==> src/rtl/fsdc_pkg.sv <==
`timescale 1ns / 1ps

package fsdc_pkg;

    localparam int FRAC_BITS_DEF = 19;

    localparam int TGT_W  = 30;
    localparam int REF_W  = 26;
    localparam int DIV_W  = 5;
    localparam int INT_W  = 7;
    localparam int FRAC_W = 20;

    // The product target * divider stays below 2^33 whenever a divider is chosen.
    localparam int PROD_W = 33;
    // Partial remainder is below the doubled reference, which fits in 27 bits.
    localparam int REM_W  = REF_W + 1;
    localparam int TRY_W  = REM_W + 1;
    // Integer quotient bits kept: enough to tell 1..128 from larger values.
    localparam int IP_W   = 8;

    localparam logic [TGT_W-1:0] F_LIMIT_6  = TGT_W'(705000000);
    localparam logic [TGT_W-1:0] F_LIMIT_8  = TGT_W'(525000000);
    localparam logic [TGT_W-1:0] F_LIMIT_12 = TGT_W'(353000000);
    localparam logic [TGT_W-1:0] F_LIMIT_16 = TGT_W'(239000000);
    localparam logic [TGT_W-1:0] F_LIMIT_24 = TGT_W'(177000000);

    localparam logic [DIV_W-1:0] DIV_NONE = 5'd0;
    localparam logic [DIV_W-1:0] DIV_6    = 5'd6;
    localparam logic [DIV_W-1:0] DIV_8    = 5'd8;
    localparam logic [DIV_W-1:0] DIV_12   = 5'd12;
    localparam logic [DIV_W-1:0] DIV_16   = 5'd16;
    localparam logic [DIV_W-1:0] DIV_24   = 5'd24;

    localparam logic [REF_W-1:0]  REF_RESET = REF_W'(26000000);
    localparam logic [INT_W-1:0]  INT_MAX   = 7'h7f;
    localparam logic [FRAC_W-1:0] FRAC_MAX  = 20'hfffff;

    // Control that travels alongside each transaction through the pipeline.
    typedef struct packed {
        logic             valid;
        logic [DIV_W-1:0] div;
        logic             err;
    } fsdc_tag_t;

endpackage

==> src/rtl/fsdc_front.sv <==
`timescale 1ns / 1ps

module fsdc_front
    import fsdc_pkg::*;
(
    input  logic               clk,
    input  logic               rst_n,
    input  logic               en,
    input  logic               in_valid,
    input  logic [TGT_W-1:0]   target_hz,
    input  logic [REF_W-1:0]   reference_hz,
    output fsdc_tag_t          tag_reg,
    output logic [PROD_W-1:0]  prod_reg
);

    logic [DIV_W-1:0]       div;
    logic [TGT_W+DIV_W-1:0] prod_full;
    fsdc_tag_t              tag_next;

    // Output divider from the frequency thresholds; none at or above 705 MHz.
    always_comb
    begin
        priority if (target_hz < F_LIMIT_24) div = DIV_24;
        else if (target_hz < F_LIMIT_16)     div = DIV_16;
        else if (target_hz < F_LIMIT_12)     div = DIV_12;
        else if (target_hz < F_LIMIT_8)      div = DIV_8;
        else if (target_hz < F_LIMIT_6)      div = DIV_6;
        else                                 div = DIV_NONE;
    end

    assign prod_full = target_hz * (TGT_W+DIV_W)'(div);

    always_comb
    begin
        tag_next.valid = in_valid;
        tag_next.div   = div;
        tag_next.err   = (div == DIV_NONE) || (reference_hz == '0);
    end

    always_ff @(posedge clk or negedge rst_n)
    begin
        if (!rst_n)
        begin
            tag_reg <= '0;
        end
        else if (en)
        begin
            tag_reg <= tag_next;
        end
    end

    always_ff @(posedge clk)
    begin
        if (en)
        begin
            prod_reg <= prod_full[PROD_W-1:0];
        end
    end

endmodule

==> config.mk <==
export PLATFORM = sky130hd
export DESIGN_NAME = fsdc_front
export DESIGN_NICKNAME = d
export VERILOG_FILES = /design/src/rtl/fsdc_pkg.sv /design/src/rtl/fsdc_front.sv
export SDC_FILE = /design/constraint.sdc
export NUM_CORES = 1
export LEC_CHECK = 0
export ABC_AREA = 1
export BUFFER_PORTS_ARGS = -buffer_cell sky130_fd_sc_hd__buf_4
export CAP_MARGIN = 20
export CORE_ASPECT_RATIO = 0.5
export CORE_MARGIN = 2
export CORE_UTILIZATION = 60
export DETAILED_ROUTE_END_ITERATION = 12
export PLACE_DENSITY = 0.93
export SYNTH_ARGS = -nofsm -noshare
export SYNTH_HDL_FRONTEND = slang
export SYNTH_SLANG_ARGS = --single-unit
export TNS_END_PERCENT = 100
==> constraint.sdc <==
create_clock -name clk -period 1.15 [get_ports clk]
set_input_delay 0.0575 -clock clk [delete_from_list [all_inputs] [get_ports clk]]
set_output_delay 0.0575 -clock clk [all_outputs]
set_load 0.005 [all_outputs]
==> metrics, run 1 <==
synth unique cells=35; post-synthesis simple-gate area fraction=between 30% and 40%; mux cell area share after synthesis=0%; predominant post-synthesis flop cell=edfxtp_1; Mean Syn Cell Area=~7.3 um^2; PortBufs=97; row count=25; count leader, synth=nand2_1; clock root buffer=clkbuf_16; HPWL after DPL=approximately 20 mm; RePlAce Congestion=between 1 and 1.5; Failed at=clock tree synthesis; Die Ht=between 70 and 80 um; post-synthesis sequential area ratio=18.2%; top-level port count=100; total of warnings raised by yosys=0; H-tree depth=2; number of CTS-inserted buffers=5; Synth area leader=fa_1; main combinational cell family by area after synthesis=adder cells; clk sinks=38; Adder-Cell Fraction of Synth Area=30.9%; Synth Cell Area=~6100 um^2; post-CTS setup buffer count=31; asr flop ratio synth=15.8%; post-synthesis xor/xnor area fraction=roughly 2.6%; Post-synth EDFFs=32; register bit total from synthesis=38; Synth top cells by count=186 x nand2_1, 124 x nor2_1, 115 x inv_1; post-synthesis instance total=approximately 830; largest cells by area after synthesis=fa_1 18%, edfxtp_1 16%, ha_1 13%; Die X=about 150 um; status=did not finish; Yosys top cell area share=18.4%; error msg=[ERROR DPL-0038] Utilization greater than 100%, impossible to legalize; Max clock buf depth=2; Synth Area in Compound Gates=roughly 8.4%; cts repair resizes=290; initial cell density of the core=between 60% and 70%; CTS Hold Buffers Added=2
-- metrics by stage --
step                instances  setup WS [ps]  instance area, um^2  setup TNS, ps
floorplan                 834          -2630                 6680         -71610
global placement         1196          -3060                 8610         -85400
detailed placement       1196          -3380                 8610         -95380
-- logic make-up after synthesis --
logic type / Yosys count
adder cells (fa/ha/maj): 117
buffers and inverters: 140
AO/OA/AOI/OAI: 97
AND/OR/NAND/NOR: 422
XOR/XNOR: 18
flip-flops: 38
other: 1
==> run 2: changes to the inputs <==
--- a/config.mk
+++ b/config.mk
@@ -8,11 +8,10 @@
 export ABC_AREA = 1
 export BUFFER_PORTS_ARGS = -buffer_cell sky130_fd_sc_hd__buf_4
 export CAP_MARGIN = 20
-export CORE_ASPECT_RATIO = 0.5
 export CORE_MARGIN = 2
-export CORE_UTILIZATION = 60
+export CORE_UTILIZATION = 40
 export DETAILED_ROUTE_END_ITERATION = 12
-export PLACE_DENSITY = 0.93
+export PLACE_DENSITY_LB_ADDON = 0.15
 export SYNTH_ARGS = -nofsm -noshare
 export SYNTH_HDL_FRONTEND = slang
 export SYNTH_SLANG_ARGS = --single-unit
==> metrics, run 2 <==
die area=16,300 um^2; asr flop ratio synth=15.8% (unchanged); HPWL after DPL=15.4 mm (-22%); nets@finish=approximately 1,300; synth unique cells=35 (unchanged); VDD IR-drop max=about 0.80 mV; top-level port count=100 (unchanged); post-synthesis sequential area ratio=18.2% (unchanged); gr usage total=around 25%; total of warnings raised by yosys=0 (unchanged); CP Launch Type=input port; met1 global-route usage=a little under a third; internal reg-to-reg setup slack=about 420 ps; Mean Syn Cell Area=7.32 um^2 (unchanged); worst hold path class=in -> async; met2 Track Usage GR=a little over two fifths; PortBufs=97 (unchanged); diode count=0; Period minus WS final=3860 ps; Die Ht=128 um (+69%); Multi-input gate area=6240 um^2; Pwr Density=~1200 nW/um^2; row count=45 (+80%); largest net degree at the start of global routing=25; clock root buffer=clkbuf_16; register bit total from synthesis=38 (unchanged); clk slew on worst S/H paths=~70 ps; Max clock buf depth=2 (unchanged); antenna violations before repair=0; worst setup skew after layout=0 ps; final hold viol count=0; arrival time worst endpoint=3910 ps; Max Cap Viol=0; crit end category=flop; post-route DRC violation count=0; vias in the first global route=about 6,700; Synth Cell Area=6100 um^2 (unchanged); CTS tree=built; max reg flops=32; total grt overflow=0; worst skew pair latency=300 ps; GRT Max-Usage Layer=met2; routed vias/inst=between 5 and 6; Iter 0 DRT Violations=between 400 and 500; largest cells by area after synthesis=fa_1 18%, edfxtp_1 16%, ha_1 13%; area grow syn2layout=75.3%; core box area=about 15,000 um^2; Die X=128 um (-13%); WHS=94.4 ps; Post-DRT Antenna Nets=0; layout cell share with drive strength beyond 1=54.8%; r2r endpoint=tag_reg[0]; Post-synth EDFFs=32 (unchanged); number of CTS-inserted buffers=5 (unchanged); period utilization=336%; fillers=around 1,100; First-pass DRT Iterations=5; count leader, synth=nand2_1; predominant post-synthesis flop cell=edfxtp_1; RePlAce Congestion=0.967 (-12%); CP endpoint=prod_reg[14]; FF-to-FF path depth=2; final setup fails=33; LEAKAGE=around 5.0 nW; vias=approximately 6,600; CP Data Required Time=1190 ps; RSZ-0062 raised after global routing=true; Yosys top cell area share=18.4% (unchanged); violated checks=negative setup slack; clk sinks=38 (unchanged); slack of the critical path=-2710 ps; fin. max-slew vios=0; most frequent cells in the layout=242 x buf_4, 116 x nand2_1, 90 x nor2_1, 90 x inv_1, 51 x fa_1; status=finished with violations; FF-to-FF Start=tag_reg[0]; routed len/inst=15.8 um; setup TNS=-74,880 ps; first-pass GRT wire length=roughly 32 mm; final WL=slightly above 20 mm; Synth area leader=fa_1; H-tree depth=2 (unchanged); Worst Setup SP=target_hz[29]; Crit Path Max Fanout=7; routing usage on met3=under 10%; Max Clock Freq=about 260 MHz; kind of critical path=in -> reg; commonest non-fill, non-tap cell in the layout=buf_4; FF/Latch Area=1110 um^2; Synth top cells by count=186 x nand2_1, 124 x nor2_1, 115 x inv_1; initial cell density of the core=40.6% (-23 points); post-synthesis instance total=833 (unchanged)
[run 2: cell counts after synthesis]
Identical to the previous run, type by type.
[run 2: how the worst min path moves through the flow]
stage,start,cells after the start,slack (ps),endpoint
2_1_floorplan,rst_n,0,-240,tag_reg[0]
3_3_place_gp,rst_n,1,-130,tag_reg[6]
3_5_place_dp,rst_n,1,-130,tag_reg[2]
4_1_cts,reference_hz[24],4,50,tag_reg[0]
5_1_grt,rst_n,2,110,tag_reg[2]
6_report,rst_n,2,90,tag_reg[2]
[run 2: repair_timing]
item                       CTS  global route
setup buffers               21            10
gates cloned                 2             0
hold endpoints to repair     7             0
gates resized for setup    209           131
setup endpoints to repair   36            37
pin swaps                   86            76
hold buffers                 2             0
[run 2: where the power goes]
part	switching, mW	internal, mW
Combinational	4.89	4.79
Sequential	0.0979	2.04
Clock	0.658	0.795
[run 2: per-stage QoR]
stage | setup slack [ps] | area [um^2] | power [mW] | cells | utilization [%]
6_report | -2710 | 10700 | 13.3 | 1312 | 71.2
5_1_grt | -2880 | 10700 | 14.2 | 1312 | 71.2
4_1_cts | -2670 | 10100 | 12.3 | 1302 | 66.9
3_5_place_dp | -3240 | 8810 | 9.40 | 1270 | 58.6
3_3_place_gp | -3230 | 8810 | 9.35 | 1270 | 58.6
2_1_floorplan | -2630 | 6680 | 6.27 | 834 | -
[run 2: logic make-up after synthesis]
logic type                 after synthesis  share of synthesized area [%]
and+or+nand+nor                        422                           30.4
buffers and inverters                  140                           9.45
adders and majority gates              117                           30.9
AOI/OAI and AO/OA                       97                           8.37
DFF                                     38                           18.2
xor gates and xnor gates                18                           2.58
other                                    1                         0.0615
[run 2: area by class of cell]
type,instances,area share [%]
flip-flops and latches,38,10.4
inverters,126,4.56
multi-input cells,658,58.3
clock buffers,5,1.17
clock inverters,3,0.152
repair buffers,294,23.2
well taps,188,2.20
[run 2: critical path, cell delays in order]
cell	delay (ps)
buf_6	90
inv_4	60
buf_6	100
nand2_4	50
nor3_4	230
nand2_1	80
nor2_1	90
nand2_1	70
nand3_2	120
nand2_8	80
buf_12	130
nand2_8	110
buf_6	140
nor2_4	40
fa_1	480
fa_2	600
ha_4	210
ha_4	250
a21oi_4	200
o21ai_2	100
inv_2	80
nand2_4	80
nand2_2	90
nand2_4	60
buf_4	130
xor2_1	160
[run 2: per-layer routing]
metal / part of all wire (%) / routed length [um]
met3: 4.5 / 937
met1: 43 / 8880
met4: 3.4 / 700
met2: 49 / 10200
met5: 0 / 0
Power figures use the tool's default switching activity.
