==> src/rtl/fsdc_pkg.sv <==
`timescale 1ns / 1ps

package fsdc_pkg;

    localparam int FRAC_BITS_DEF = 19;

    localparam int TGT_W  = 30;
    localparam int REF_W  = 26;
    localparam int DIV_W  = 5;
    localparam int INT_W  = 7;
    localparam int FRAC_W = 20;

    // The product target * divider stays below 2^33 whenever a divider is chosen.
    localparam int PROD_W = 33;
    // Partial remainder is below the doubled reference, which fits in 27 bits.
    localparam int REM_W  = REF_W + 1;
    localparam int TRY_W  = REM_W + 1;
    // Integer quotient bits kept: enough to tell 1..128 from larger values.
    localparam int IP_W   = 8;

    localparam logic [TGT_W-1:0] F_LIMIT_6  = TGT_W'(705000000);
    localparam logic [TGT_W-1:0] F_LIMIT_8  = TGT_W'(525000000);
    localparam logic [TGT_W-1:0] F_LIMIT_12 = TGT_W'(353000000);
    localparam logic [TGT_W-1:0] F_LIMIT_16 = TGT_W'(239000000);
    localparam logic [TGT_W-1:0] F_LIMIT_24 = TGT_W'(177000000);

    localparam logic [DIV_W-1:0] DIV_NONE = 5'd0;
    localparam logic [DIV_W-1:0] DIV_6    = 5'd6;
    localparam logic [DIV_W-1:0] DIV_8    = 5'd8;
    localparam logic [DIV_W-1:0] DIV_12   = 5'd12;
    localparam logic [DIV_W-1:0] DIV_16   = 5'd16;
    localparam logic [DIV_W-1:0] DIV_24   = 5'd24;

    localparam logic [REF_W-1:0]  REF_RESET = REF_W'(26000000);
    localparam logic [INT_W-1:0]  INT_MAX   = 7'h7f;
    localparam logic [FRAC_W-1:0] FRAC_MAX  = 20'hfffff;

    // Control that travels alongside each transaction through the pipeline.
    typedef struct packed {
        logic             valid;
        logic [DIV_W-1:0] div;
        logic             err;
    } fsdc_tag_t;

endpackage

==> src/rtl/fsdc_cell.sv <==
`timescale 1ns / 1ps

module fsdc_cell
    import fsdc_pkg::*;
#(
    parameter int FRAC_BITS = FRAC_BITS_DEF,
    parameter int IDX       = 0
)
(
    input  logic                    clk,
    input  logic                    rst_n,
    input  logic                    en,
    input  logic [TRY_W-1:0]        den,
    input  fsdc_tag_t               tag_in,
    input  logic [PROD_W-1:0]       prod_in,
    input  logic [REM_W-1:0]        rem_in,
    input  logic [IP_W+FRAC_BITS-1:0] quo_in,
    input  logic                    ovf_in,
    output fsdc_tag_t               tag_reg,
    output logic [PROD_W-1:0]       prod_reg,
    output logic [REM_W-1:0]        rem_reg,
    output logic [IP_W+FRAC_BITS-1:0] quo_reg,
    output logic                    ovf_reg
);

    localparam int QW = IP_W + FRAC_BITS;
    // Cells ahead of the kept quotient bits only record whether any bit was set.
    localparam bit UPPER = (IDX < (PROD_W - IP_W));

    logic             dbit;
    logic [TRY_W-1:0] trial;
    logic [TRY_W-1:0] diff;
    logic             ge;
    logic [REM_W-1:0] rem_next;
    logic [QW-1:0]    quo_next;
    logic             ovf_next;

    generate
        if (IDX < PROD_W)
        begin : g_dividend
            assign dbit = prod_in[PROD_W-1-IDX];
        end
        else
        begin : g_zero
            assign dbit = 1'b0;
        end
    endgenerate

    assign trial    = {rem_in, dbit};
    assign ge       = (trial >= den);
    assign diff     = trial - den;
    assign rem_next = ge ? diff[REM_W-1:0] : trial[REM_W-1:0];

    generate
        if (UPPER)
        begin : g_upper
            assign quo_next = quo_in;
            assign ovf_next = ovf_in | ge;
        end
        else
        begin : g_lower
            assign quo_next = {quo_in[QW-2:0], ge};
            assign ovf_next = ovf_in;
        end
    endgenerate

    always_ff @(posedge clk or negedge rst_n)
    begin
        if (!rst_n)
        begin
            tag_reg <= '0;
        end
        else if (en)
        begin
            tag_reg <= tag_in;
        end
    end

    always_ff @(posedge clk)
    begin
        if (en)
        begin
            prod_reg <= prod_in;
            rem_reg  <= rem_next;
            quo_reg  <= quo_next;
            ovf_reg  <= ovf_next;
        end
    end

endmodule

==> config.mk <==
export PLATFORM = sky130hd
export DESIGN_NAME = fsdc_cell
export DESIGN_NICKNAME = d
export VERILOG_FILES = /design/src/rtl/fsdc_pkg.sv /design/src/rtl/fsdc_cell.sv
export SDC_FILE = /design/constraint.sdc
export NUM_CORES = 1
export LEC_CHECK = 0
export ABC_AREA = 1
export BUFFER_PORTS_ARGS = -buffer_cell sky130_fd_sc_hd__buf_4
export CAP_MARGIN = 20
export CORE_MARGIN = 3
export CORE_UTILIZATION = 35
export CTS_BUF_LIST = sky130_fd_sc_hd__clkbuf_8
export DETAILED_ROUTE_END_ITERATION = 16
export SYNTH_ARGS = -nofsm -noshare
export SYNTH_HDL_FRONTEND = slang
export SYNTH_SLANG_ARGS = --single-unit
==> constraint.sdc <==
create_clock -name clk -period 1.1 [get_ports clk]
set_input_delay 0.11 -clock clk [delete_from_list [all_inputs] [get_ports clk]]
set_output_delay 0.11 -clock clk [all_outputs]
set_load 0.1 [all_outputs]
* Word-level counts from Yosys, hierarchy flattened *
Index checks and enable logic that the tools add are counted.

storage, ports and cells
  register bits after elaboration = 95
  input port bits = 126
  word-level logic and storage cells = 11

cells by class
  add/subtract/negate cells = 1
  magnitude comparators = 1
  muxes and demuxes = 1
  bitwise operators = 1

operator list
  operator          count
  $ge A28 B28 Y1    1
  $mux W27          1
  $sub A27 B27 Y27  1
  $or A1 B1 Y1      1

* Depth between registers and ports, before layout *
  word-level depth = 2
  depth in mapped cells = 13
  gate-level depth less buffers = 13

* Worst setup path after synthesis *
No wires, ideal clock.

  path type = input to register
  start point = input port prod_in[32]
  end point = register ovf_reg, data pin
  library setup time = 0.259 ns
  arrival time = 1.548 ns
  required time = 0.841 ns
  slack = -0.707 ns
  stages on the path = 11
  path buffers = 1
  cell sequence = inv_1 -> ha_1 -> fa_1 -> nor2_1 -> or2_4 -> nand2_2 -> nand3_4 -> nand2_4 -> nand3_4 -> buf_6 -> or2_1

on the way
  cells in the longest elaborated chain, start to end = 2

RTL lines
  element               RTL line         source
  start, declared       fsdc_cell.sv:15  input logic [PROD_W-1:0] prod_in,
  $ge A28 B28 Y1        fsdc_cell.sv:50  assign ge = (trial >= den);
  $or A1 B1 Y1          fsdc_cell.sv:58  assign ovf_next = ovf_in | ge;
  via ovf_next          fsdc_cell.sv:36  logic ovf_next;
  end signal, assigned  fsdc_cell.sv:86  ovf_reg <= ovf_next;
  end, declared         fsdc_cell.sv:23  output logic ovf_reg

The timed path passes the listed nets, and every way through them passes these cells.
A chain may end at the register's enable or synchronous reset.

* Worst setup path after layout *
  start point = input port rem_in[16]
  end point = register ovf_reg, data pin

on the way
  cells in the longest elaborated chain, start to end = 2

RTL lines
  element          RTL line         source
  start, declared  fsdc_cell.sv:16  input logic [REM_W-1:0] rem_in,
  $ge A28 B28 Y1   fsdc_cell.sv:50
  $or A1 B1 Y1     fsdc_cell.sv:58
  via ovf_next     fsdc_cell.sv:36

The timed path passes the listed nets, and every way through them passes these cells.

==> impl_metrics.csv <==
group,metric,value,unit
status,status,"finished, violations left",
status,violations_in_the_final_reports,"setup timing",
critical_path,critical-path-top-cell-by-count,"sky130_fd_sc_hd__nand2_2",
cells_and_area,post_layout_nonfiller_instances,1249,
floorplan,top_level_ports,221,
drt,drt_pass1_iterations,5,
critical_path,critical_path.startpoint_type,"primary input",
clocking,cts.sink_count,95,
clocking,clockBufferDepth,2,
critical_path,crit_path_max_fanout,8,
pwr,power_density,1308,nW/um^2
cells_and_area,fin_util,65.93,%
floorplan,fp.dieW,131.7,um
clocking,clk_latency,380,ps
cells_and_area,area_delta_synth_final,82.70,%
critical_path,rrSetupSlack,120,ps
sta,worst_slew_margin_rel,83.07,%
clocking,clock-root-buffer,"sky130_fd_sc_hd__clkbuf_8",
yosys,synth.avg_cell_area,8.622,sq um
placed_design,post-place-cells,1155,
drt,num_vias,5611,
cells_and_area,antenna-diode-count,0,
global_routing,grt_first_pass_wirelength,29930,um
flow_run,cap_viol_max_count,0,
placed_design,hpwl,13700,um
sta,final_report_max_slew_violation_count,0,
pwr,switching_power,0.005703,W
clocking,htree_num_levels,3,
clocking,cts.clk_slew.worst_paths,100,ps
critical_path,longest_individual_stage_delay_on_the_worst_path,260,ps
sta,hold_violations,0,
placed_design,numPortBuffers,220,
floorplan,floorplan.rows,45,
critical_path,path_buf_inv,2,
yosys,yosysTopAreaCell,"sky130_fd_sc_hd__edfxtp_1",
floorplan,dieArea,17330,sq um
critical_path,r2r_end,"tag_reg[0]",
pwr,power.switching_fraction,43.17,%
yosys,synthTopCellsByArea,"sky130_fd_sc_hd__edfxtp_1 (48%), sky130_fd_sc_hd__nand2_1 (15%), sky130_fd_sc_hd__inv_1 (9.2%)",
floorplan,area_of_the_placeable_core,15310,sq um
drt,route.detailed.vias_per_inst,4.492,
sta,timing.final.crit_period,1530,ps
floorplan,start_util,36.09,%
yosys,synth.distinct_cells,34,
critical_path,setup.worst_path.end_class,"flip-flop",
floorplan,die-height,131.7,um
pwr,power.leakage,4.955,nW
global_routing,grtUsageTotal,21.96,%
yosys,syn_std_cell_area,5527,sq um
clocking,clock_tree_from_tritoncts,"done",
critical_path,path_delay_family,"simple AND/OR/NAND/NOR gates",
yosys,synth-main-ff-cell,"sky130_fd_sc_hd__edfxtp_1",
drt,number_of_nets_still_failing_antenna_checks_after_routing,0,
yosys,syn-instance-count,641,
sta,rsz0062_at_grt,"yes",
global_routing,grt.overflow.total,0,
cells_and_area,drive_above_1_share,44.12,%
cells_and_area,final_nets,1188,
yosys,register_bit_total_from_synthesis,95,
drt,first_iter_violations,270,
pwr,clock_power_share,17.0,%
pwr,internal_dissipation,0.007508,W
critical_path,r2r_cells,2,
sta,setup_ws,-429.7,ps
global_routing,grt_start_max_net_pins,34,
clocking,tritoncts.num_buffers,9,
pwr,power.total,0.01321,W
critical_path,crit-reg2reg-launch,"tag_reg[0]",
global_routing,antenna_violations_before_repair,0,
drt,routed_wirelength,19330,um
placed_design,place_area,8299,sq um
critical_path,path_cells,"buf_4, ha_4, nand2_2, nand2_2, a21oi_4, nand2_2, a21oi_4, nand3_4, buf_16, or2_1",
pwr,vdd_ir_drop_max,0.7734,mV
yosys,synth-edff-count,88,
drt,route.detailed.drc,0,
pwr,share_seq_of_total_power,34.7,%
hold_path,hold_class,"in -> async",
sta,max_slew.worst_pin.slew,253.0,ps
sta,clock.fmax,653.7,MHz
global_routing,grt_pass1_vias,5673,
yosys,async_reset_ff_share,7.368,%
placed_design,place.gp.congestion,0.8909,
critical_path,worstPathArrival,1650,ps
yosys,total_nets_after_synthesis,796,
yosys,synth_seq_area_share,50.98,%
critical_path,timing.setup.critical_path_class,"in -> reg",
drt,post_drt_wl_per_cell,15.47,um
yosys,yosys.area.top_type_share,47.82,%
sta,report.final.setup_viol,53,
yosys,number_of_warning_messages_in_the_yosys_log,0,
sta,fin_crit_sh,139.1,%
cells_and_area,largest_register_ff_count,33,
critical_path,cp_slowest_cell,"sky130_fd_sc_hd__ha_4",
cells_and_area,post-route-cell-area,10100,sq um
sta,fin_worst_skew,0,ps
critical_path,required,1230,ps
pwr,power_frac_comb,48.3,%
==> cell families (layout without fill, tap and decap cells) <==
family / Yosys count / count (layout) / synth area share [%]
AOI/OAI and AO/OA: 29 / 29 / 2.988
xor gates and xnor gates: 15 / 15 / 2.377
adders and majority gates: 29 / 29 / 6.701
buffers and inverters: 146 / 543 / 10.53
DFF: 95 / 95 / 50.98
muxes: 7 / 7 / 1.426
and+or+nand+nor: 320 / 320 / 24.99
==> power groups by stage <==
stage	Sequential (W)	Combinational, W	Clock (W)
6_report	0.00459	0.00637	0.00225
5_1_grt	0.00463	0.00669	0.00243
4_1_cts	0.00456	0.00616	0.00232
3_5_place_dp	0.00457	0.00551	0
3_3_place_gp	0.00456	0.00547	0
2_1_floorplan	0.00715	0.00122	0
==> cell type report <==
| cell class | count | area (sq um) |
|---|---|---|
| inverter | 138 | 535.5 |
| fill | 1243 | 5218 |
| multi-input combinational | 400 | 2623 |
| tap | 211 | 264.0 |
| timing repair buffer | 389 | 3666 |
| clock buffer | 9 | 123.9 |
| sequential | 95 | 2826 |
| clock inverter | 7 | 58.81 |
==> per-stage QoR <==
stage               worst slack [ps]  setup TNS, ps  hold slack, ps
finish                        -429.7         -10040           66.42
global route                  -474.2         -14410           58.57
CTS                           -421.9         -11640           38.18
detailed placement            -873.2         -22970          -74.17
global placement              -843.5         -21880          -72.73
floorplan                     -615.6         -15330          -185.6
==> cells in the mapped netlist, drive strengths merged (2+ instances only) <==
cell type	instances
nand2	218
inv	138
edfxtp	88
nor2	38
nand3	34
ha	28
nand4	20
o21ai	14
xor2	14
a21oi	13
buf	7
dfrtp	7
mux2	7
nand3b	4
or2	3
a21o	2
nor3	2
==> worst register-to-register path: cells and delay by family (launching register included) <==
family	cells	cell delay, ps
flops	1	450
mux	1	270
buf+inv	1	150
==> metal layers <==
metal	up-vias	GRT usage, %	part of all wire [%]
li1	2819	-	-
met1	2591	25.58	41
met2	183	40.69	52
met3	18	4.441	5.4
met4	0	6.243	1.8
met5	-	0	0
==> timing repair <==
item | CTS | global route
buffers inserted | 6 | 2
hold endpoints to repair | 75 | 0
setup endpoints to repair | 123 | 119
cloned | 2 | 0
gates resized for setup | 126 | 88
hold buffers | 69 | 0
pin swaps | 10 | 18
==> placed cells by master, fill, tap and decap left out, types with 5 or more instances in the layout <==
cell	Yosys	layout
sky130_fd_sc_hd__inv_2	2	15
sky130_fd_sc_hd__dlygate4sd3_1	0	69
sky130_fd_sc_hd__nor2_1	35	23
sky130_fd_sc_hd__buf_12	0	13
sky130_fd_sc_hd__clkbuf_8	0	9
sky130_fd_sc_hd__nand3_1	31	27
sky130_fd_sc_hd__inv_1	136	120
sky130_fd_sc_hd__a21oi_1	11	10
sky130_fd_sc_hd__edfxtp_1	88	88
sky130_fd_sc_hd__o21ai_1	12	12
sky130_fd_sc_hd__xor2_1	14	14
sky130_fd_sc_hd__nand2_2	3	32
sky130_fd_sc_hd__mux2_2	7	7
sky130_fd_sc_hd__ha_4	0	24
sky130_fd_sc_hd__buf_6	4	74
sky130_fd_sc_hd__buf_4	0	217
sky130_fd_sc_hd__nand4_1	20	20
sky130_fd_sc_hd__nor2_2	3	13
sky130_fd_sc_hd__dfrtp_2	0	7
sky130_fd_sc_hd__nand2_1	214	181
sky130_fd_sc_hd__nand3_2	1	5
sky130_fd_sc_hd__nand2_4	1	5
sky130_fd_sc_hd__buf_8	0	15
==> worst max path at each step <==
stage,slack [ps],cells past startpoint,to,start
global route,-470,13,ovf_reg,den[21]
global placement,-840,12,rem_reg[26],rem_in[6]
finish,-430,10,ovf_reg,rem_in[16]
CTS,-420,12,ovf_reg,prod_in[32]
floorplan,-620,11,ovf_reg,prod_in[32]
detailed placement,-870,13,rem_reg[20],prod_in[32]
Power figures use the tool's default switching activity.
