### config.mk
export PLATFORM = sky130hd
export DESIGN_NAME = fsdc_back
export DESIGN_NICKNAME = d
export VERILOG_FILES = /design/src/rtl/fsdc_pkg.sv /design/src/rtl/fsdc_back.sv
export SDC_FILE = /design/constraint.sdc
export NUM_CORES = 1
export LEC_CHECK = 0
export ABC_AREA = 1
export BUFFER_PORTS_ARGS = -buffer_cell sky130_fd_sc_hd__buf_2
export CAP_MARGIN = 20
export CORE_MARGIN = 5
export CORE_UTILIZATION = 50
export CTS_CLUSTER_DIAMETER = 150
export DETAILED_ROUTE_END_ITERATION = 8
export PLACE_DENSITY = 0.89
export SETUP_SLACK_MARGIN = 0.4
export SYNTH_ARGS = -nofsm -noshare
export SYNTH_HDL_FRONTEND = slang
export SYNTH_SLANG_ARGS = --single-unit
### constraint.sdc
create_clock -name clk -period 1.5 [get_ports clk]
set_input_delay 0.225 -clock clk [delete_from_list [all_inputs] [get_ports clk]]
set_output_delay 0.225 -clock clk [all_outputs]
set_load 0.05 [all_outputs]
### src/rtl/fsdc_pkg.sv
`timescale 1ns / 1ps

package fsdc_pkg;

    localparam int FRAC_BITS_DEF = 19;

    localparam int TGT_W  = 30;
    localparam int REF_W  = 26;
    localparam int DIV_W  = 5;
    localparam int INT_W  = 7;
    localparam int FRAC_W = 20;

    // The product target * divider stays below 2^33 whenever a divider is chosen.
    localparam int PROD_W = 33;
    // Partial remainder is below the doubled reference, which fits in 27 bits.
    localparam int REM_W  = REF_W + 1;
    localparam int TRY_W  = REM_W + 1;
    // Integer quotient bits kept: enough to tell 1..128 from larger values.
    localparam int IP_W   = 8;

    localparam logic [TGT_W-1:0] F_LIMIT_6  = TGT_W'(705000000);
    localparam logic [TGT_W-1:0] F_LIMIT_8  = TGT_W'(525000000);
    localparam logic [TGT_W-1:0] F_LIMIT_12 = TGT_W'(353000000);
    localparam logic [TGT_W-1:0] F_LIMIT_16 = TGT_W'(239000000);
    localparam logic [TGT_W-1:0] F_LIMIT_24 = TGT_W'(177000000);

    localparam logic [DIV_W-1:0] DIV_NONE = 5'd0;
    localparam logic [DIV_W-1:0] DIV_6    = 5'd6;
    localparam logic [DIV_W-1:0] DIV_8    = 5'd8;
    localparam logic [DIV_W-1:0] DIV_12   = 5'd12;
    localparam logic [DIV_W-1:0] DIV_16   = 5'd16;
    localparam logic [DIV_W-1:0] DIV_24   = 5'd24;

    localparam logic [REF_W-1:0]  REF_RESET = REF_W'(26000000);
    localparam logic [INT_W-1:0]  INT_MAX   = 7'h7f;
    localparam logic [FRAC_W-1:0] FRAC_MAX  = 20'hfffff;

    // Control that travels alongside each transaction through the pipeline.
    typedef struct packed {
        logic             valid;
        logic [DIV_W-1:0] div;
        logic             err;
    } fsdc_tag_t;

endpackage

### src/rtl/fsdc_back.sv
`timescale 1ns / 1ps

module fsdc_back
    import fsdc_pkg::*;
#(
    parameter int FRAC_BITS = FRAC_BITS_DEF
)
(
    input  logic                      clk,
    input  logic                      rst_n,
    input  logic                      en,
    input  fsdc_tag_t                 tag_in,
    input  logic [IP_W+FRAC_BITS-1:0] quo_in,
    input  logic                      ovf_in,
    output logic                      valid_reg,
    output logic [DIV_W-1:0]          div_reg,
    output logic [INT_W-1:0]          n_reg,
    output logic [FRAC_W-1:0]         m_reg,
    output logic                      err_reg
);

    localparam int MW   = FRAC_BITS + 1;
    localparam int CMPW = (MW > FRAC_W) ? MW : FRAC_W;

    logic [IP_W-1:0] ip;
    logic [IP_W-1:0] n_wide;
    logic [CMPW-1:0] m_ext;
    logic            err;

    assign ip     = quo_in[IP_W+FRAC_BITS-1:FRAC_BITS];
    assign n_wide = ip - IP_W'(1);
    // m = ratio - n: the fraction bits with the one carried back in above them.
    assign m_ext  = CMPW'({1'b1, quo_in[FRAC_BITS-1:0]});

    assign err = tag_in.err || ovf_in || (ip == '0)
              || (n_wide > IP_W'(INT_MAX))
              || (m_ext > CMPW'(FRAC_MAX));

    always_ff @(posedge clk or negedge rst_n)
    begin
        if (!rst_n)
        begin
            valid_reg <= 1'b0;
        end
        else if (en)
        begin
            valid_reg <= tag_in.valid;
        end
    end

    always_ff @(posedge clk)
    begin
        if (en)
        begin
            div_reg <= tag_in.div;
            err_reg <= err;
            n_reg   <= err ? '0 : n_wide[INT_W-1:0];
            m_reg   <= err ? '0 : m_ext[FRAC_W-1:0];
        end
    end

endmodule

After elaboration in Yosys (flattened, before gate mapping)
Index checks and enable logic that the tools add are counted.
{ "classes": {"reduce_logical": 5, "n_lt_le_gt_ge": 2, "muxes": 1, "n_addsub": 1} }
{ "ops": {"columns": ["operator", "count"], "rows": [
  ["$gt 20x20->1 const B", 1],
  ["$mux 20", 1],
  ["$gt 8x7->1 const B", 1],
  ["$logic_not 8->1", 1],
  ["$sub 8x1->8 const B", 1],
  ["$logic_or 1x1->1", 4]
]} }
{ "word_totals": {"in_bits": 38, "out_inout_bits": 34, "wordCells": 15, "ff_bits": 34} }

Depth between registers and ports, before layout
Gate-level depths: netlist of run 1.
{ "logic_depth": {"word_depth": 5, "mapped_depth": 8, "mapped_depth_nobuf": 7} }

Worst setup path after synthesis of run 1
OpenSTA, ideal clock, no wires.
{ "synth_path": {"path_kind": "input to register", "from": "input port quo_in[19]", "to": "register m_reg[10], data pin", "required_time_ps": 1248, "n_path_buf": 1, "slack_ps": 69, "arrival_time_ps": 1179, "setup_time_ps": 252, "path_stages": 8, "path_cell_list": "inv_1 > ha_1 > nand2_2 > nor2_2 > nor2_4 > nand3_4 > buf_12 > nor2_4"} }
{ "synth_between": {"elab_chain_cells": 4, "word_cells_on_any_way": 6, "cone_classes": "1 x add/sub; 1 x order compare; 4 x reduce/logical"} }
{ "synth_lines": {"columns": ["item", "line_no", "source"], "rows": [
  ["start, declared", "fsdc_back.sv:13", "input logic [IP_W+FRAC_BITS-1:0] quo_in,"],
  ["$sub 8x1->8 / $logic_not 8->1 (equally long branches)", "fsdc_back.sv:31, fsdc_back.sv:35", null],
  ["$gt 8x7->1 / $logic_or 1x1->1 (equally long branches)", "fsdc_back.sv:36, fsdc_back.sv:35", null],
  ["$logic_or 1x1->1 *", "fsdc_back.sv:36", "|| (n_wide > IP_W'(INT_MAX))"],
  ["$logic_or 1x1->1 *", "fsdc_back.sv:37", "|| (m_ext > CMPW'(FRAC_MAX));"],
  ["end signal, assigned", "fsdc_back.sv:58", "m_reg <= err ? '0 : m_ext[FRAC_W-1:0];"],
  ["end, declared", "fsdc_back.sv:18", "output logic [FRAC_W-1:0] m_reg,"]
]} }
Every way passes the cells marked *; elsewhere a longest branch is shown, timed or not.
A chain may end at the register's enable or synchronous reset.

Worst setup path after layout of run 1
{ "layout_path": {"from": "register m_reg[14]", "to": "output port m_reg[14]"} }
No word-level cell between the ends.

==> results.md, run 1 <==
- Status: finished clean
- Largest net degree at the start of global routing: 23
- Int Pwr: around 1600 uW
- Row Count: 20
- Slowest CP cell: edfxtp_1
- Vias: around 1,100
- Count of pins over their slew limit: 0
- Commonest non-fill, non-tap cell in the layout: buf_2
- PwrDens: slightly above 900 mW/mm^2
- Largest register FFs: 20
- R2R cell count: 2
- GRT busiest layer: met2
- Commonest non-fill, non-tap cells in the layout: buf_2, buf_6, edfxtp_1
- Largest area contributor in the netlist: edfxtp_1
- Die ar.: around 0.0044 mm^2
- Worst hold path type: in2reg
- Share of layout cells above drive strength 1: 62.8%
- Worst reg2reg startpoint: valid_reg
- Top-area cell type share of the netlist area: approximately 62%
- Biggest cell delay along the critical path: between 0.4 and 0.5 ns
- 1st-pass router iterations: 5
- Clock share of power: between 20 and 25%
- Setup_tns: 0 ns
- Worst-margin pin slew: about 0.32 ns
- Post-route minimum period: approximately 1.2 ns
- Congestion Overflow GR: 0
- Clock sinks: 34
- CP cell instances: buf_6
- Clk Latency, worst-skew pair: about 0.34 ns
- Cells after synthesis: roughly 110
- Final total power: 2270 uW
- VDD IR max: about 0.00047 V
- Via/cell ratio: approximately 4.5
- Sequential fraction of the synthesis area: between 60% and 70%
- Reg-to-Reg End: valid_reg
- WP data arrival: around 0.94 ns
- CP Launch Type: flip-flop
- GRT Total Usage: ~17%
- R2r setup slk: roughly 0.59 ns
- Core area: between 0.003 and 0.004 mm^2
- CTS tree: done
- Switching Share: about 31%
- CP Class: reg2out
- Die Span Y: between 60 and 70 um
- Crit-path max FO: 1
- First DRT Iteration DRCs: approximately 100
- GP Congestion: between 0.7 and 0.8
- Critical path capture point: m_reg[14]
- Initial Util: around 52%
- Final ANT Viol Nets: 0
- MaxCap Viol Count: 0
- Final cycle utilization of the critical path: between 70 and 80%
- CP top delay family: flip-flops
- Dpl hpwl: roughly 2.4 mm
- Htree depth: 2
- Root Driver: clkbuf_4
- Syn_area_per_cell: between 10 and 15 um^2
- # DRC: 0
- CP endpoint kind: primary output
- CTS clk-pin slew, worst paths: ~0.10 ns
- # diodes: 0
- Die Wd: between 60 and 70 um
- Avg WL per Cell: approximately 15 um
- Port buffer count: about 70
- NetSw: 710 uW
- Lkg Pwr: approximately 0.0011 uW
- # fillers: roughly 180
- Drt total wl: 3.64 mm
- Slew headroom: 78.6%
- Post-layout net count: 238
- Setup violations, final: 0
- Worst setup path start: m_reg[14]
- Unique cell type count in the Yosys netlist: 19
- Req. time, crit path: roughly 1.3 ns
- Worst Path Buf+Inv: 1
- Final Hold Fails: 0
- Hold_ws: about 0.056 ns
- Deepest clock path buffer count: 2
- First-pass GRT wire length: roughly 5.4 mm
- Seq cells post-synth: 34
- Combinational power share: between 20% and 30%
- WP depth: 1
- Inserted Clock Buffers: 5
- Synth area leaders: edfxtp_1, nor2_4, inv_1, nor2_1, buf_12
- Vias in the first global route: 1,112
- M1 GR Usage: ~17%
- Syn. warnings: 0
- GRT met3 Usage: under 10%
- Post-Syn Nets: ~150
- Sequential share of power: roughly half
- Initial antenna violation count: 0
- Max Clock Skew: 0 ns
- Fmax: approximately 860 MHz
- Met2 GRT Util: 30.2%
- IO Pins: 72
- RSZ-0062 raised after global routing: true
- Area added between synthesis and finish: 53.2%
- Mapped cell area: 0.00159 mm^2
layout make-up:
class                      instances  area, um^2  share of cell area, %
tap                               44        55.1                   2.26
inverter                          23        90.1                   3.70
clock inverter                     1        5.00                  0.206
multi-input combinational         53         488                   20.1
sequential                        34        1020                   41.8
clock buffer                       7        55.1                   2.26
timing repair buffer              81         723                   29.7
power groups by stage:
stage	logic (uW)	registers (uW)	clock network [uW]
finish	603	1140	525
detailed placement	501	1150	0
global placement	493	1140	0
CTS	580	1140	534
global route	628	1150	589
floorplan	106	1380	0
cell families after synthesis:
family                     after synthesis  synth area share (%)
AOI/OAI and AO/OA                        1                  1.02
xor gates and xnor gates                 5                  2.76
adders and majority gates                2                  1.58
buffers and inverters                   25                  7.96
DFF                                     34                  64.0
muxes                                    1                 0.709
and+or+nand+nor                         44                  22.0
per-layer routing:
layer | vias up | part of all wire [%] | wire [um]
li1 | 522 | - | -
met1 | 507 | 33 | 1210
met2 | 65 | 53 | 1940
met3 | 11 | 11 | 382
met4 | 0 | 2.8 | 100
met5 | - | 0 | 0
repair_timing:
action / in CTS / in global routing
resized for setup: 68 / 10
gates cloned: 0 / 1
hold endpoints to repair: 1 / 0
setup endpoints to repair: 34 / 41
hold buffers: 1 / 0
buffers inserted: 0 / 3
pin swaps: 0 / 3
synth_stat cells:
master	instances
nand2_2	2
nor2_1	14
nand3_4	1
buf_12	2
ha_1	2
inv_1	22
nand2_4	1
inv_2	1
xnor2_1	1
xor2_1	4
dfrtp_1	1
nor2_2	1
nand3_1	2
nand2_1	2
or2_2	1
o21ai_4	1
nor2_4	20
mux2_2	1
edfxtp_1	33
worst min path at each step:
| stage | end | startpoint | slack (ns) | cells past startpoint |
|---|---|---|---|---|
| global placement | valid_reg | rst_n | -0.0003 | 1 |
| global route | div_reg[0] | tag_in[1] | 0.03 | 1 |
| detailed placement | valid_reg | rst_n | 0.004 | 1 |
| CTS | div_reg[0] | tag_in[1] | 0.04 | 1 |
| floorplan | valid_reg | rst_n | -0.07 | 0 |
| finish | div_reg[0] | tag_in[1] | 0.06 | 1 |
metrics by stage:
| stage | utilization, % | area (um^2) | worst slack, ns | std cells |
|---|---|---|---|---|
| floorplan | - | 1610 | 0.178 | 112 |
| global placement | 67.9 | 2070 | 0.0620 | 230 |
| detailed placement | 67.9 | 2070 | 0.0219 | 230 |
| CTS | 77.1 | 2350 | 0.323 | 239 |
| global route | 79.7 | 2430 | 0.289 | 243 |
| finish | 79.7 | 2430 | 0.338 | 243 |
(Power assumes the default switching activity.)
==> run 2: changes to the inputs <==
--- a/config.mk
+++ b/config.mk
@@ -5,14 +5,14 @@
 export SDC_FILE = /design/constraint.sdc
 export NUM_CORES = 1
 export LEC_CHECK = 0
-export ABC_AREA = 1
+export ABC_AREA = 0
 export BUFFER_PORTS_ARGS = -buffer_cell sky130_fd_sc_hd__buf_2
 export CAP_MARGIN = 20
 export CORE_MARGIN = 5
-export CORE_UTILIZATION = 50
+export CORE_UTILIZATION = 40
 export CTS_CLUSTER_DIAMETER = 150
 export DETAILED_ROUTE_END_ITERATION = 8
-export PLACE_DENSITY = 0.89
+export PLACE_DENSITY = 0.8
 export SETUP_SLACK_MARGIN = 0.4
 export SYNTH_ARGS = -nofsm -noshare
 export SYNTH_HDL_FRONTEND = slang
==> constraint.sdc (replaced) <==
create_clock -name clk -period 1 [get_ports clk]
set_input_delay 0.15 -clock clk [delete_from_list [all_inputs] [get_ports clk]]
set_output_delay 0.15 -clock clk [all_outputs]
set_load 0.05 [all_outputs]
==> run 2 against run 1 <==
  * The flow now finishes with violations (hold timing, setup timing)
  * Highest routed layer unchanged
  * Sequential share of layout area up 1.2 points
  * Sequential power up 51%
  * Core utilization down 9.9 points
  * Non-clock buffer count up 14
  * Critical path depth up 7
  * Flip-flop and latch count unchanged
  * Routed wire length up 1.5%
==> results.md, run 2 <==
- Top-area cell type share of the netlist area: 70.0% (was 62.4%)
- WP data arrival: 1.37 ns (was 0.94 ns)
- Footprint of the multi-input gates: 422 um^2 (was 488 um^2)
- Hold_ws: -0.0194 ns (was 0.0556 ns)
- Final setup margin: -0.274 ns (was 0.338 ns)
- Sequential fraction of the synthesis area: 71.8% (was 64.0%)
- Worst-margin pin slew: 0.243 ns (was 0.321 ns)
- Initial Util: 41.7% (was 52.0%)
- VDD IR max: 0.000442 V (was 0.000466 V)
- Inserted Clock Buffers: 5 (unchanged)
- CP Class: in2reg (was reg2out)
- Cells after synthesis: 92 (was 112)
- 1st-pass router iterations: 4 (was 5)
- GRT Total Usage: 15.8% (was 17.3%)
- Most frequent cells after synthesis: edfxtp_1, and2_1, nor2_1 (was edfxtp_1, inv_1, nor2_4)
- Slowest CP cell: nor4_4 (was edfxtp_1)
- Die Span Y: 69.5 um (was 66.4 um)
- Avg WL per Cell: 15.5 um (was 15.0 um)
- IO Pins: 72 (unchanged)
- Hold_buf cts: 1 (unchanged)
- Unique cell type count in the Yosys netlist: 24 (was 19)
- Commonest non-fill, non-tap cell in the layout: buf_6 (was buf_2)
- Post-layout net count: 231 (was 238)
- CP endpoint kind: flip-flop (was primary output)
- Congestion Overflow GR: 0 (unchanged)
- CP cell instances: buf_8 > nor4_4 > buf_4 > o211a_4 > a2111oi_4 > buf_4 > buf_4 > and2_1 (was buf_6)
- Status: finished, violations left (was finished clean)
- Htree depth: 2 (unchanged)
- Fmax: about 780 MHz
- Most repeated library cell on the critical path: buf_4
- Synth Flop Type: edfxtp_1 (unchanged)
- CP top delay family: buffers and inverters (was flip-flops)
- Die Wd: 69.5 um (was 66.4 um)
- Place WS: -0.657 ns (was 0.0219 ns)
- Reg area: 0.00102 mm^2 (about the same)
- Clk Latency, worst-skew pair: 0.33 ns (was 0.34 ns)
- Largest register FFs: 20 (unchanged)
- Final cycle utilization of the critical path: 127%
- Dpl hpwl: 2.47 mm (was 2.38 mm)
- Post-Syn Nets: 132 (was 152)
- Final ANT Viol Nets: 0 (unchanged)
- Synth async-reset ratio: 2.94% (unchanged)
- Row Count: 21 (was 20)
- Slew headroom: 83.7% (was 78.6%)
- Post-route minimum period: ~1.3 ns
- # fillers: 222 (was 183)
- RSZ-0062 raised after global routing: true (unchanged)
- Deepest clock path buffer count: 2 (unchanged)
- Largest area contributor in the netlist: edfxtp_1 (unchanged)
- Root Driver: clkbuf_4 (unchanged)
- CP Launch Type: primary input (was flip-flop)
- # DRC: 0 (unchanged)
- Setup violations, final: 62 (was 0)
- Lkg Pwr: 0.00101 uW (was 0.00105 uW)
- Vias in the first global route: 1,157 (was 1,112)
- Seq cells post-synth: 34 (unchanged)
- First DRT Iteration DRCs: 84 (was 104)
- Biggest cell delay along the critical path: 0.30 ns (was 0.42 ns)
- Core area: 0.00339 mm^2 (was 0.00305 mm^2)
- Final Hold Fails: 4 (was 0)
- # diodes: 0 (unchanged)
- Vias: 1,099 (was 1,105)
- Largest net degree at the start of global routing: 27 (was 23)
- Syn. warnings: 0 (unchanged)
- Commonest non-fill, non-tap cells in the layout: buf_6, buf_2, edfxtp_1 (was buf_2, buf_6, edfxtp_1)
- Port buffer count: 71 (unchanged)
- Count leader, synth: edfxtp_1 (unchanged)
- PwrDens: 1390 mW/mm^2 (was 933 mW/mm^2)
- Max Clock Skew: 0 ns (unchanged)
- Synth area leaders: edfxtp_1, and2_1, nor2_1, a2111oi_4, xor2_1 (was edfxtp_1, nor2_4, inv_1, nor2_1, buf_12)
- GP Congestion: 0.832 (was 0.745)
- Count of pins over their slew limit: 0 (unchanged)
- Share of layout cells above drive strength 1: 65.1% (was 62.8%)
- Post-synth EDFFs: 33 (unchanged)
- First-pass GRT wire length: 5.77 mm (was 5.38 mm)
- Failing checks: hold timing, setup timing
- Syn_area_per_cell: 15.4 um^2 (was 14.2 um^2)
- Worst hold path type: in2reg (unchanged)
- Area added between synthesis and finish: 67.1% (was 53.2%)
- Via/cell ratio: 4.62 (was 4.55)
- MaxCap Viol Count: 0 (unchanged)
- Mapped cell area: 0.00142 mm^2 (was 0.00159 mm^2)
- Die ar.: 0.00483 mm^2 (was 0.00440 mm^2)
- Initial antenna violation count: 0 (unchanged)
- Req. time, crit path: 1.09 ns (was 1.27 ns)
- Clock sinks: 34 (unchanged)
- CTS clk-pin slew, worst paths: 0.11 ns (was 0.10 ns)
- Worst Path Buf+Inv: 4 (was 1)
- Drt total wl: 3.69 mm (was 3.64 mm)
- CTS tree: done (unchanged)
- Crit-path max FO: 6 (was 1)
run 2: changes by cell type in the layout (fill, tap and decap cells not counted), moves of 3 or more:
cell / change
nor3_1: +3
buf_4: +14
buf_6: +4
inv_1: -17
and2_4: +11
nor2_4: -22
buf_12: -3
and2_1: +8
run 2: layout make-up:
class | instances | area share [%]
repair buffers | 95 | 33.8
flip-flops and latches | 34 | 43.0
inverters | 4 | 0.847
clock inverters | 2 | 0.370
well taps | 46 | 2.43
clock buffers | 6 | 1.75
multi-input cells | 51 | 17.8
run 2: repair_timing:
action / 4_1_cts / 5_1_grt
setup buffers: 3 / 2
hold endpoints to repair: 6 / 5
gates cloned: 1 / 0
pin swaps: 6 / 7
resized for setup: 81 / 19
setup endpoints to repair: 63 / 63
run 2: per-layer routing:
| metal | up-vias | track usage [%] | part of all wire [%] |
|---|---|---|---|
| met5 | - | 0 | 0 |
| met1 | 498 | 16.4 | 37 |
| met2 | 63 | 26.3 | 51 |
| met3 | 9 | 7.39 | 9.6 |
| li1 | 529 | - | - |
| met4 | 0 | 8.24 | 2.5 |
run 2: through the flow:
stage | util, % | total power, uW | setup TNS (ns) | area, um^2 | std cells
6_report | 69.8 | 3290 | -8.02 | 2360 | 238
3_5_place_dp | 57.4 | 2420 | -16.11 | 1950 | 223
4_1_cts | 67.6 | 3250 | -6.52 | 2290 | 236
2_1_floorplan | - | 2150 | -11.58 | 1420 | 92
5_1_grt | 69.8 | 3440 | -10.34 | 2360 | 238
3_3_place_gp | 57.4 | 2400 | -14.57 | 1950 | 223
run 2: kinds of logic after synthesis:
group / Yosys count / share of synthesized area [%]
buffers and inverters: 7 / 2.92
AOI/OAI and AO/OA: 5 / 3.98
adders and majority gates: 2 / 1.77
xor gates and xnor gates: 4 / 2.48
DFF: 34 / 71.8
muxes: 1 / 0.796
and+or+nand+nor: 39 / 16.3
run 2: worst paths after layout:
path | start | endpoint | slack [ns] | cells after the start
max | quo_in[25] | m_reg[9] | -0.27 | 8
max reg2reg | valid_reg | valid_reg | 0.23 | 1
min | tag_in[3] | div_reg[2] | -0.02 | 1
min in group asynchronous | rst_n | valid_reg | 0.12 | 2
max in group asynchronous | rst_n | valid_reg | 0.79 | 2
min reg2reg | valid_reg | valid_reg | 0.54 | 1
run 2: report_power, final:
part | total [uW] | leakage (uW) | switching (uW) | internal (uW)
clock | 708 | 0.0000297 | 444 | 264
sequential | 1720 | 0.000327 | 51.4 | 1670
combinational | 867 | 0.000658 | 519 | 348
total | 3290 | 0.00101 | 1010 | 2280
==> run 3: changes to the inputs <==
--- a/config.mk
+++ b/config.mk
@@ -9,10 +9,10 @@
 export BUFFER_PORTS_ARGS = -buffer_cell sky130_fd_sc_hd__buf_2
 export CAP_MARGIN = 20
 export CORE_MARGIN = 5
-export CORE_UTILIZATION = 40
+export CORE_UTILIZATION = 48
 export CTS_CLUSTER_DIAMETER = 150
 export DETAILED_ROUTE_END_ITERATION = 8
-export PLACE_DENSITY = 0.8
+export PLACE_DENSITY = 0.89
 export SETUP_SLACK_MARGIN = 0.4
 export SYNTH_ARGS = -nofsm -noshare
 export SYNTH_HDL_FRONTEND = slang
==> constraint.sdc (replaced) <==
create_clock -name clk -period 1.55 [get_ports clk]
set_input_delay 0.2325 -clock clk [delete_from_list [all_inputs] [get_ports clk]]
set_output_delay 0.2325 -clock clk [all_outputs]
set_load 0.05 [all_outputs]
==> run 3 against run 2 <==
  * The flow now finishes without violations
  * Final cell count is 8.8% lower
  * Cell area fell by 5.5%
  * Sequential power shrank 35%
  * Via count down 1.8%
  * Flip-flop and latch count unchanged
  * Global-route usage is 0.82 points higher
  * Largest cell class unchanged
==> results.md, run 3 (same netlist as run 2, synthesis figures left out) <==
- Vias in the first global route: 1,060 (was 1,157)
- Initial antenna violation count: 0 (unchanged)
- Row Count: 19 (was 21)
- Slowest CP cell: a2111oi_4 (was nor4_4)
- Drt total wl: 3.71 mm (was 3.69 mm)
- Footprint of the multi-input gates: 383 um^2 (was 422 um^2)
- VDD IR max: 0.000793 V (was 0.000442 V)
- DP Area: 0.00190 mm^2 (was 0.00195 mm^2)
- Status: finished clean (was finished, violations left)
- CP Class: in2reg (unchanged)
- Setup_tns: 0 ns (was -8.02 ns)
- GRT Total Usage: 16.6% (was 15.8%)
- RSZ-0062 raised after global routing: true (unchanged)
- First-pass GRT wire length: 5.20 mm (was 5.77 mm)
- Setup violations, final: 0 (was 62)
- Final Hold Fails: 0 (was 4)
- Htree depth: 2 (unchanged)
- Deepest clock path buffer count: 2 (unchanged)
- IO Pins: 72 (unchanged)
- Post-layout net count: 225 (was 231)
- Lkg Pwr: 0.000971 uW (was 0.00101 uW)
- Largest register FFs: 20 (unchanged)
- Count of pins over their slew limit: 0 (unchanged)
- Dpl hpwl: 2.37 mm (was 2.47 mm)
- Inserted Clock Buffers: 5 (unchanged)
- Initial Util: 50.9% (was 41.7%)
- # DRC: 0 (unchanged)
- CTS clk-pin slew, worst paths: 0.11 ns (about the same)
- First DRT Iteration DRCs: 42 (was 84)
- Worst hold path type: in2reg (unchanged)
- Avg WL per Cell: 17.1 um (was 15.5 um)
- Biggest cell delay along the critical path: 0.41 ns (was 0.30 ns)
- # fillers: 143 (was 222)
- Final cycle utilization of the critical path: just under 90%
- Cells after DPL: 205 (was 223)
- Clk Latency, worst-skew pair: 0.34 ns (was 0.33 ns)
- Core area: 0.00278 mm^2 (was 0.00339 mm^2)
- CP endpoint kind: flip-flop (unchanged)
- GP Congestion: 0.765 (was 0.832)
- Design Area, Final: 0.00224 mm^2 (was 0.00236 mm^2)
- Die Span Y: 64.3 um (was 69.5 um)
- Non-Filler Instances: 217 (was 238)
- Final total power: 2090 uW (was 3290 uW)
- CTS tree: done (unchanged)
- WP data arrival: 1.55 ns (was 1.37 ns)
- Share of layout cells above drive strength 1: 58.6% (was 65.1%)
- Port buffer count: 71 (unchanged)
- PwrDens: 935 mW/mm^2 (was 1390 mW/mm^2)
- Final ANT Viol Nets: 0 (unchanged)
- Worst-margin pin slew: 0.389 ns (was 0.243 ns)
- 1st-pass router iterations: 4 (unchanged)
- Die ar.: 0.00413 mm^2 (was 0.00483 mm^2)
- Reg area: 0.00102 mm^2 (about the same)
- # diodes: 0 (unchanged)
- Hold_ws: 0.0714 ns (was -0.0194 ns)
- Post-route minimum period: approximately 1.4 ns
- Via/cell ratio: 4.97 (was 4.62)
- Crit-path max FO: 8 (was 6)
- Fmax: approximately 740 MHz
- Vias: 1,079 (was 1,099)
- CP cell instances: buf_8 > nor4_4 > nand2_2 > a2111oi_4 > buf_4 > and2_1 (was buf_8 > nor4_4 > buf_4 > o211a_4 > a2111oi_4 > buf_4 > buf_4 > and2_1)
- Clock sinks: 34 (unchanged)
- Area added between synthesis and finish: 58.0% (was 67.1%)
- Slew headroom: 74.1% (was 83.7%)
- Root Driver: clkbuf_4 (unchanged)
- Congestion Overflow GR: 0 (unchanged)
- Die Wd: 64.3 um (was 69.5 um)
- Commonest non-fill, non-tap cells in the layout: buf_2, buf_6, edfxtp_1 (was buf_6, buf_2, edfxtp_1)
- Commonest non-fill, non-tap cell in the layout: buf_2 (was buf_6)
- Req. time, crit path: 1.75 ns (was 1.09 ns)
- MaxCap Viol Count: 0 (unchanged)
- Max Clock Skew: 0 ns (unchanged)
- CP Launch Type: primary input (unchanged)
- Largest net degree at the start of global routing: 17 (was 27)
## run 3: cell types whose count changed in the layout (fill, tap and decap cells not counted), sizes merged
cell  delta
buf      -6
## run 3: per-stage QoR
stage / worst slack, ns / utilization [%]
final: 0.196 / 80.4
after global placement: -0.0982 / 68.3
after global routing: 0.150 / 80.4
after floorplan: 0.00789 / -
after detailed placement: -0.144 / 68.3
after CTS: 0.248 / 76.3
## run 3: worst paths after layout
path,startpoint,slack [ns],end,depth (start not counted)
setup / recovery,quo_in[22],0.20,m_reg[7],6
hold / removal,tag_in[3],0.07,div_reg[2],1
setup reg to reg,valid_reg,0.77,valid_reg,1
hold reg to reg,valid_reg,0.57,valid_reg,1
max in group asynchronous,rst_n,1.29,valid_reg,2
min in group asynchronous,rst_n,0.18,valid_reg,2
## run 3: worst max-delay path, delay by kind of cell
kind | cells | cell delay, ns
simple gates | 3 | 0.58
buf+inv | 2 | 0.33
compound gates | 1 | 0.41
## run 3: layer usage
metal | up-vias | share of wire (%) | global-route usage (%)
met3 | 7 | 9.7 | 6.83
met4 | 0 | 1.8 | 8.40
met1 | 501 | 37 | 17.2
met5 | - | 0 | 0
met2 | 60 | 51 | 28.5
li1 | 511 | - | -
## run 3: cell type report
cell class	instances	area share (%)
well taps	31	1.73
multi-input cells	51	17.1
repair buffers	89	32.7
clock inverters	2	0.448
inverters	4	0.672
clock buffers	6	1.85
flip-flops and latches	34	45.4
## run 3: timing repair
item	in CTS	in global routing
hold buffers	1	0
setup buffers	2	0
endpoints found under the hold margin	1	0
gates cloned	1	0
pin swaps	7	2
endpoints found under the setup margin	55	62
gates resized for setup	49	40
## run 3: where the power goes
part	leakage [uW]	internal, uW	switching [uW]
clock network	0.0000320	173	277
logic	0.000611	207	329
registers	0.000328	1070	31.3
total	0.000971	1450	637
